<file path="src/catru_pkg.sv">
// Shared types, constants and the CSR number lookup for the CSR access and trap return unit.
package catru_pkg;

  localparam int NumCsrs = 35;
  localparam int CsrIdxW = $clog2(NumCsrs);

  // Action codes.
  localparam logic [1:0] ACT_CSR  = 2'd0;
  localparam logic [1:0] ACT_MRET = 2'd1;
  localparam logic [1:0] ACT_SRET = 2'd2;

  // funct3 codes and the operation kind in its low two bits.
  localparam logic [2:0] F3_ILL0 = 3'd0;
  localparam logic [2:0] F3_ILL4 = 3'd4;
  localparam logic [1:0] OP_RW   = 2'd1;
  localparam logic [1:0] OP_RS   = 2'd2;

  // Privilege levels.
  localparam logic [1:0] PRIV_U = 2'd0;
  localparam logic [1:0] PRIV_S = 2'd1;
  localparam logic [1:0] PRIV_M = 2'd3;

  // Storage slots of the CSRs that trap return touches.
  localparam logic [CsrIdxW-1:0] IDX_SEPC    = CsrIdxW'(8);
  localparam logic [CsrIdxW-1:0] IDX_MSTATUS = CsrIdxW'(13);
  localparam logic [CsrIdxW-1:0] IDX_MEPC    = CsrIdxW'(21);

  // mstatus bit positions.
  localparam int ST_SIE  = 1;
  localparam int ST_MIE  = 3;
  localparam int ST_SPIE = 5;
  localparam int ST_MPIE = 7;
  localparam int ST_SPP  = 8;
  localparam int ST_MPPL = 11;
  localparam int ST_MPPH = 12;

  localparam logic [11:0] CsrAddrTable [NumCsrs] = '{
    12'h001, 12'h002, 12'h003,
    12'h100, 12'h106, 12'h104, 12'h105, 12'h140, 12'h141, 12'h142, 12'h143, 12'h144,
    12'h180,
    12'h300, 12'h301, 12'h306, 12'h302, 12'h303, 12'h304, 12'h305, 12'h340, 12'h341,
    12'h342, 12'h343, 12'h344,
    12'hC00, 12'hC01, 12'hC02, 12'hC80, 12'hC81, 12'hC82,
    12'hF11, 12'hF12, 12'hF13, 12'hF14
  };

  typedef struct packed {
    logic [1:0]  action;
    logic [11:0] csr_number;
    logic [2:0]  funct3;
    logic [4:0]  source_index;
    logic [31:0] source_value;
    logic [4:0]  dest_index;
  } req_t;

  typedef struct packed {
    logic        accepted;
    logic        dest_write;
    logic [4:0]  dest_number;
    logic [31:0] dest_value;
    logic        redirect;
    logic [31:0] target_pc;
    logic [1:0]  privilege_after;
  } rsp_t;

  // Commands from the sequencer to the datapath.
  typedef struct packed {
    logic capture;
    logic decode;
    logic read;
    logic exec;
  } cmd_t;

  // Status from the datapath to the sequencer.
  typedef struct packed {
    logic legal;
  } status_t;

  // Returns {hit, slot} for a CSR number; the table entries are all distinct.
  function automatic logic [CsrIdxW:0] csr_lookup(logic [11:0] num);
    logic             hit;
    logic [CsrIdxW-1:0] idx;
    hit = 1'b0;
    idx = '0;
    for (int i = 0; i < NumCsrs; i++) begin
      if (CsrAddrTable[i] == num) begin
        hit = 1'b1;
        idx = CsrIdxW'(i);
      end
    end
    return {hit, idx};
  endfunction

endpackage

</file>
<file path="src/catru_ctrl.sv">
// Sequencer of the CSR access and trap return unit.
module catru_ctrl import catru_pkg::*; (
  input  logic    clk_i,
  input  logic    rst_ni,
  input  logic    start,
  input  status_t status_i,
  output cmd_t    cmd_o,
  output logic    busy
);

  typedef enum logic [1:0] {
    S_IDLE,
    S_DECODE,
    S_READ,
    S_EXEC
  } state_e;

  state_e state_q, state_d;

  always_comb begin
    state_d = state_q;
    unique case (state_q)
      S_IDLE:   if (start) state_d = S_DECODE;
      // Illegal requests need no CSR read.
      S_DECODE: state_d = status_i.legal ? S_READ : S_EXEC;
      S_READ:   state_d = S_EXEC;
      S_EXEC:   state_d = S_IDLE;
      default:  state_d = S_IDLE;
    endcase
  end

  always_ff @(posedge clk_i or negedge rst_ni) begin
    if (!rst_ni) begin
      state_q <= S_IDLE;
    end else begin
      state_q <= state_d;
    end
  end

  assign busy          = (state_q != S_IDLE);
  assign cmd_o.capture = (state_q == S_IDLE) && start;
  assign cmd_o.decode  = (state_q == S_DECODE);
  assign cmd_o.read    = (state_q == S_READ);
  assign cmd_o.exec    = (state_q == S_EXEC);

endmodule

</file>
<file path="src/catru_datapath.sv">
// Datapath of the CSR access and trap return unit: CSR file, privilege and result register.
module catru_datapath import catru_pkg::*; (
  input  logic    clk_i,
  input  logic    rst_ni,
  input  cmd_t    cmd_i,
  input  req_t    req_i,
  output status_t status_o,
  output logic    rsp_valid_o,
  output rsp_t    rsp_o
);

  req_t               req_q;
  logic [CsrIdxW-1:0] idx_q;
  logic               legal_q;
  logic [1:0]         priv_q, priv_d;
  logic [31:0]        rdata_a_q, rdata_b_q;
  logic               rsp_valid_q;
  rsp_t               rsp_q, rsp_d;

  logic [31:0]        mem [NumCsrs];
  logic [NumCsrs-1:0] valid_q;

  logic [CsrIdxW:0]   lookup;
  logic               legal;
  logic [CsrIdxW-1:0] raddr_a, raddr_b;
  logic               mem_we;
  logic [CsrIdxW-1:0] mem_wa;
  logic [31:0]        mem_wd;
  logic [31:0]        src;
  logic [31:0]        st;

  // Decode: look up the number and check legality; only returns depend on privilege.
  always_comb begin
    lookup = csr_lookup(req_q.csr_number);
    unique case (req_q.action)
      ACT_CSR:  legal = lookup[CsrIdxW] && (req_q.funct3 != F3_ILL0) &&
                        (req_q.funct3 != F3_ILL4);
      ACT_MRET: legal = (priv_q == PRIV_M);
      ACT_SRET: legal = (priv_q != PRIV_U);
      default:  legal = 1'b0;
    endcase
  end

  assign status_o.legal = legal;

  always_ff @(posedge clk_i) begin
    if (cmd_i.capture) req_q <= req_i;
    if (cmd_i.decode) begin
      idx_q   <= lookup[CsrIdxW-1:0];
      legal_q <= legal;
    end
  end

  assign raddr_a = (req_q.action == ACT_CSR)  ? idx_q    : IDX_MSTATUS;
  assign raddr_b = (req_q.action == ACT_MRET) ? IDX_MEPC : IDX_SEPC;

  // CSR file; entries never written read as zero.
  always_ff @(posedge clk_i) begin
    if (mem_we) mem[mem_wa] <= mem_wd;
    if (cmd_i.read) begin
      rdata_a_q <= valid_q[raddr_a] ? mem[raddr_a] : '0;
      rdata_b_q <= valid_q[raddr_b] ? mem[raddr_b] : '0;
    end
  end

  always_ff @(posedge clk_i or negedge rst_ni) begin
    if (!rst_ni) begin
      valid_q <= '0;
    end else if (mem_we) begin
      valid_q[mem_wa] <= 1'b1;
    end
  end

  // Execute.
  always_comb begin
    src    = req_q.funct3[2] ? {27'd0, req_q.source_index} : req_q.source_value;
    st     = rdata_a_q;
    mem_we = 1'b0;
    mem_wa = raddr_a;
    mem_wd = '0;
    priv_d = priv_q;
    rsp_d  = '0;
    if (legal_q) begin
      rsp_d.accepted = 1'b1;
      case (req_q.action)
        ACT_CSR: begin
          if (req_q.funct3[1:0] == OP_RW) begin
            mem_we = 1'b1;
            mem_wd = src;
          end else if (req_q.source_index != 5'd0) begin
            mem_we = 1'b1;
            mem_wd = (req_q.funct3[1:0] == OP_RS) ? (rdata_a_q | src) : (rdata_a_q & ~src);
          end
          if (req_q.dest_index != 5'd0) begin
            rsp_d.dest_write  = 1'b1;
            rsp_d.dest_number = req_q.dest_index;
            rsp_d.dest_value  = rdata_a_q;
          end
        end
        ACT_MRET: begin
          priv_d                = st[ST_MPPH:ST_MPPL];
          st[ST_MIE]            = st[ST_MPIE];
          st[ST_MPIE]           = 1'b1;
          st[ST_MPPH:ST_MPPL]   = 2'b00;
          mem_we                = 1'b1;
          mem_wd                = st;
          rsp_d.redirect        = 1'b1;
          rsp_d.target_pc       = {rdata_b_q[31:1], 1'b0};
        end
        default: begin
          priv_d                = st[ST_SPP] ? PRIV_S : PRIV_U;
          st[ST_SIE]            = st[ST_SPIE];
          st[ST_SPIE]           = 1'b1;
          st[ST_SPP]            = 1'b0;
          mem_we                = 1'b1;
          mem_wd                = st;
          rsp_d.redirect        = 1'b1;
          rsp_d.target_pc       = {rdata_b_q[31:1], 1'b0};
        end
      endcase
      mem_we = mem_we && cmd_i.exec;
    end
    rsp_d.privilege_after = priv_d;
  end

  always_ff @(posedge clk_i or negedge rst_ni) begin
    if (!rst_ni) begin
      priv_q      <= PRIV_M;
      rsp_valid_q <= 1'b0;
    end else begin
      rsp_valid_q <= cmd_i.exec;
      if (cmd_i.exec) priv_q <= priv_d;
    end
  end

  always_ff @(posedge clk_i) begin
    if (cmd_i.exec) rsp_q <= rsp_d;
  end

  assign rsp_valid_o = rsp_valid_q;
  assign rsp_o       = rsp_q;

endmodule

</file>
<file path="src/csr_access_and_trap_return_unit.sv">
// Top level of the CSR access and trap return unit.
//
// This unit executes one system instruction per request: a CSR access (RW, RS, RC and
// their immediate forms), an MRET or an SRET, against a file of 35 implemented CSRs
// and the current privilege level, which resets to machine mode with all CSRs zero.
// A request is taken at a rising edge where start is high and busy is low. The
// sequencer steps a legal request through decode, a read of the CSR file with
// registered read data, and execute with write-back; an illegal one skips the read.
// The result appears on rsp_o, marked by rsp_valid_o for exactly one cycle, and the
// receiver cannot stall it. busy drops in the cycle the result is shown, so the next
// request may be issued alongside it.
module csr_access_and_trap_return_unit import catru_pkg::*; (
  input  logic clk_i,
  input  logic rst_ni,
  input  logic start,
  input  req_t req_i,
  output logic busy,
  output logic rsp_valid_o,
  output rsp_t rsp_o
);

  cmd_t    cmd;
  status_t status;

  // The sequencer steps each request through its phases.
  catru_ctrl u_ctrl (
    .clk_i    (clk_i),
    .rst_ni   (rst_ni),
    .start    (start),
    .status_i (status),
    .cmd_o    (cmd),
    .busy     (busy)
  );

  // The datapath holds the captured request, the CSR file and the result register.
  catru_datapath u_datapath (
    .clk_i       (clk_i),
    .rst_ni      (rst_ni),
    .cmd_i       (cmd),
    .req_i       (req_i),
    .status_o    (status),
    .rsp_valid_o (rsp_valid_o),
    .rsp_o       (rsp_o)
  );

endmodule

</file>
<file path="config.mk">
export PLATFORM = sky130hd
export DESIGN_NAME = csr_access_and_trap_return_unit
export DESIGN_NICKNAME = d
export VERILOG_FILES = /design/src/catru_pkg.sv /design/src/catru_ctrl.sv /design/src/catru_datapath.sv /design/src/csr_access_and_trap_return_unit.sv
export SDC_FILE = /design/constraint.sdc
export NUM_CORES = 1
export LEC_CHECK = 0
export ABC_AREA = 1
export BUFFER_PORTS_ARGS = -buffer_cell sky130_fd_sc_hd__buf_2
export CAP_MARGIN = 20
export CORE_MARGIN = 1
export CORE_UTILIZATION = 40
export CTS_BUF_LIST = sky130_fd_sc_hd__clkbuf_16
export DETAILED_ROUTE_END_ITERATION = 10
export GPL_TIMING_DRIVEN = 0
export MAX_ROUTING_LAYER = met4
export PLACE_DENSITY = 0.52
export SLEW_MARGIN = 20
export SYNTH_ARGS = -nofsm -noshare
export SYNTH_HDL_FRONTEND = slang
export SYNTH_SLANG_ARGS = --single-unit
</file>
<file path="constraint.sdc">
create_clock -name clk_i -period 6.3 [get_ports clk_i]
set_input_delay 0.315 -clock clk_i [delete_from_list [all_inputs] [get_ports clk_i]]
set_output_delay 0.315 -clock clk_i [all_outputs]
set_load 0.005 [all_outputs]
</file>
==> flow_summary_export.csv <==
group,metric,value,unit
timing,fin_crit,5.14,ns
critical_path,cp_common_cell,"buf_16",
global_route,overflow,0,
drt,drt-vias-per-instance,5.84,
final_layout,area_growth,20.7,%
drt,drtAntennaViolNets,0,
synth,synth_most_common_cell,"edfxtp_1",
timing,maxSlewViolCount,0,
floorplanning,fp-row-count,134,
critical_path,worst_setup_path_end_kind,"flip-flop",
synth,synth_edf_count,1322,
timing,grt_setup_unrepaired,"false",
cts,clk_path_buf_depth,3,
critical_path,required,6.76,ns
synth,syn_inst,4133,
final_layout,final_cell_count_no_fill,6470,
synth,synthAdderAreaFrac,0.00117,
floorplanning,die_y,368,um
global_route,grt_pass1_wl,282,mm
pwr,p_leak,0.0227,uW
synth,avgSynthCellArea,13.0,um^2
drt,drc,0,
synth,yosysTopAreaCell,"edfxtp_1",
critical_path,slowest_delay,0.91,ns
outcome,status,"finished clean",
timing,hold_viol,0,
global_route,gr-usage-all-layers,0.313,
place,io_buffers,136,
drt,detail_route.wl_per_cell,32.2,um
final_layout,fin_area,0.0648,mm^2
synth,seq_area_frac_synth,0.758,
critical_path,cp_max_fo,12,
cts,cts_tree,"done",
global_route,antenna_found_initial,15,
cts,cts_sinks,1362,
synth,synthTopCellsByArea,"edfxtp_1 (74%), o21ai_0 (4.9%), nor2_1 (4.3%), nand2_1 (3.8%), dfrtp_1 (1.8%)",
critical_path,crit_slowest_cell,"nor2_2",
synth,synthTopCellsByCount,"edfxtp_1 (1322), nor2_1 (611), nand2_1 (543)",
synth,synth.top_cell.area_share,0.739,
pwr,powerDensity,389,mW/mm^2
synth,synthMuxAreaShare,0,
synth,synth_cell_types,47,
critical_path,crit_type,"reg -> reg",
cts,cts_buffers,142,
cts,clk_latency,0.77,ns
floorplanning,die-area,0.136,mm^2
timing,fin_worst_skew,0.0286,ns
cts,cts.clk_slew.worst_paths,0.06,ns
synth,dominantRegCellSynth,"edfxtp_1",
synth,synth-compound-area-share,0.101,
floorplanning,io_pins,138,
final_layout,nets,4651,
drt,num_vias,37808,
synth,synth_top_family_by_area,"simple AND/OR/NAND/NOR gates",
floorplanning,start_util,0.403,
place,placed_cells_incl_taps,6145,
critical_path,crit_chain,"inv_2 -> nand2_2 -> buf_6 -> nor2_8 -> clkinv_1 -> nor2_2 -> nand2_1 -> clkbuf_1 -> nor2_4 -> buf_16 -> buf_16",
timing,setup_viol,0,
floorplanning,coreArea,0.133,mm^2
global_route,grt_max_degree,48,
synth,synth_warnings,0,
timing,worst_pin_slew,1.34,ns
timing,relSlewSlack,0.108,
place,pre_cts_ws,1.35,ns
floorplanning,fp.dieW,368,um
synth,ys_seq_elements,1362,
drt,drt-total-wl,209,mm
synth,synth-simple-area-share,0.105,
pwr,ir_drop,0.232,mV
critical_path,cp.arrival,5.60,ns
synth,synth_nets,4200,
cts,postCtsSetupBuffers,0,
final_layout,nFillCells,11730,
cts,cts-root-buf,"clkbuf_16",
timing,max_freq,195,MHz
synth,async_flop_share,0.0294,
synth,syn_area,0.0537,mm^2
critical_path,start_kind,"flip-flop",
hold_path,min_path_type,"in -> async",
place,place_area,0.0598,mm^2
final_layout,drive_above_1_share,0.142,
drt,drt-initial-drc-count,5500,
timing,setup_slack,1.16,ns
job,maxCapViolCount,0,
synth,synth_xor_area_frac,0,
timing,period_share,0.816,
place,dpl.hpwl,146,mm
place,routabilityCongestion,0.937,
drt,dr.pass1.iters,6,
cts,htree_levels,4,
global_route,grt_pass1_vias,35130,
==> per-layer routing <==
layer,up-vias,part of all wire,GRT usage
met1,19064,0.39,0.407
met5,-,0,-
met2,2333,0.44,0.453
met3,466,0.11,0.0758
li1,15945,-,-
met4,0,0.058,0.164
==> critical path: cells and delay by family, from the launching register on <==
kind          cells  cell delay, ns
buf+inv           6            1.87
simple gates      5            2.43
flops             1            0.48
==> layout by cell type (no fill, tap or decap), types with 11 or more instances in the layout <==
cell / synthesis / routed
o21ai_1: 85 / 86
nand3_1: 143 / 143
a21oi_1: 88 / 84
o22ai_1: 68 / 65
nor2_1: 611 / 576
inv_1: 193 / 235
o21ai_4: 0 / 23
edfxtp_1: 1322 / 1322
buf_6: 13 / 16
a211oi_1: 30 / 29
a31oi_1: 15 / 15
nand4_1: 23 / 23
clkbuf_2: 4 / 11
nor2_4: 4 / 39
nand2_1: 543 / 543
o2111ai_1: 28 / 28
clkinv_2: 0 / 16
dlygate4sd3_1: 0 / 61
clkbuf_16: 0 / 149
o2bb2ai_1: 13 / 13
nor3_1: 12 / 11
buf_4: 14 / 19
dfrtp_1: 38 / 38
buf_2: 85 / 221
or2_2: 18 / 18
o221ai_1: 45 / 45
o21ai_0: 524 / 500
buf_12: 0 / 41
clkbuf_1: 104 / 97
o211ai_1: 49 / 49
buf_16: 0 / 61
clkinv_1: 1 / 34
==> cells by family after synthesis <==
group,after synthesis
buffers and inverters,431
adder cells (fa/ha/maj),5
AND/OR/NAND/NOR,1380
AO/OA/AOI/OAI,954
flip-flops,1362
other,1
==> final timing paths <==
| check | endpoint | start | slack, ns | cells after the start |
|---|---|---|---|---|
| worst max-delay path | u_datapath.mem[24][27] | u_datapath.req_q[58] | 1.16 | 11 |
| worst min-delay path | u_datapath.valid_q[2] | rst_ni | 0.1 | 2 |
| worst min register to register | u_datapath.valid_q[3] | u_datapath.valid_q[3] | 0.46 | 2 |
| max in group asynchronous | u_datapath.valid_q[5] | rst_ni | 5.79 | 2 |
| min in group clk_i | u_datapath.req_q[49] | req_i[49] | 0.26 | 2 |
| worst max register to register | u_datapath.mem[24][27] | u_datapath.req_q[58] | 1.16 | 11 |
==> report_power, final <==
part / total (uW) / switching, uW / leakage [uW] / internal, uW
Combinational: 5600 / 4240 / 0.00768 / 1360
Sequential: 11500 / 205 / 0.0127 / 11300
Clock: 8070 / 3570 / 0.00230 / 4500
==> through the flow <==
step	TNS [ns]	total power [uW]	hold slack [ns]	utilization
final	0	25200	0.0974	0.486
after global routing	0	25800	0.147	0.486
after CTS	0	25100	0.213	0.486
after detailed placement	0	17200	0.448	0.449
after global placement	-3131.73	16700	0.440	0.425
after floorplan	0	14000	0.0194	-
==> sequential cells by signal (all words and copies together) (netlist names), 6 cells and up <==
signal and cells:
u_datapath.rdata_a_q 32, u_datapath.rdata_b_q 31, u_datapath.mem 1120, u_datapath.req_q 59
u_datapath.valid_q 35, u_datapath.rsp_o 73, u_datapath.idx_q 6
==> cell type report <==
type	count	area, um^2	area share
Clock inverter	106	629	0.00971
Multi-Input combinational cell	2340	11800	0.181
Tap cell	1768	2210	0.0341
Sequential cell	1362	40700	0.628
Inverter	202	761	0.0117
Buffer	229	1130	0.0175
Clock buffer	149	3730	0.0575
Antenna cell	7	17.5	0.000270
Timing Repair Buffer	307	3870	0.0597
==> repair_timing <==
| action | 4_1_cts | 5_1_grt |
|---|---|---|
| hold buffers | 61 | 0 |
| gates resized for setup | 0 | 0 |
| hold endpoints to repair | 99 | 0 |
| endpoints found under the setup margin | 0 | 0 |
(Power assumes the default switching activity.)
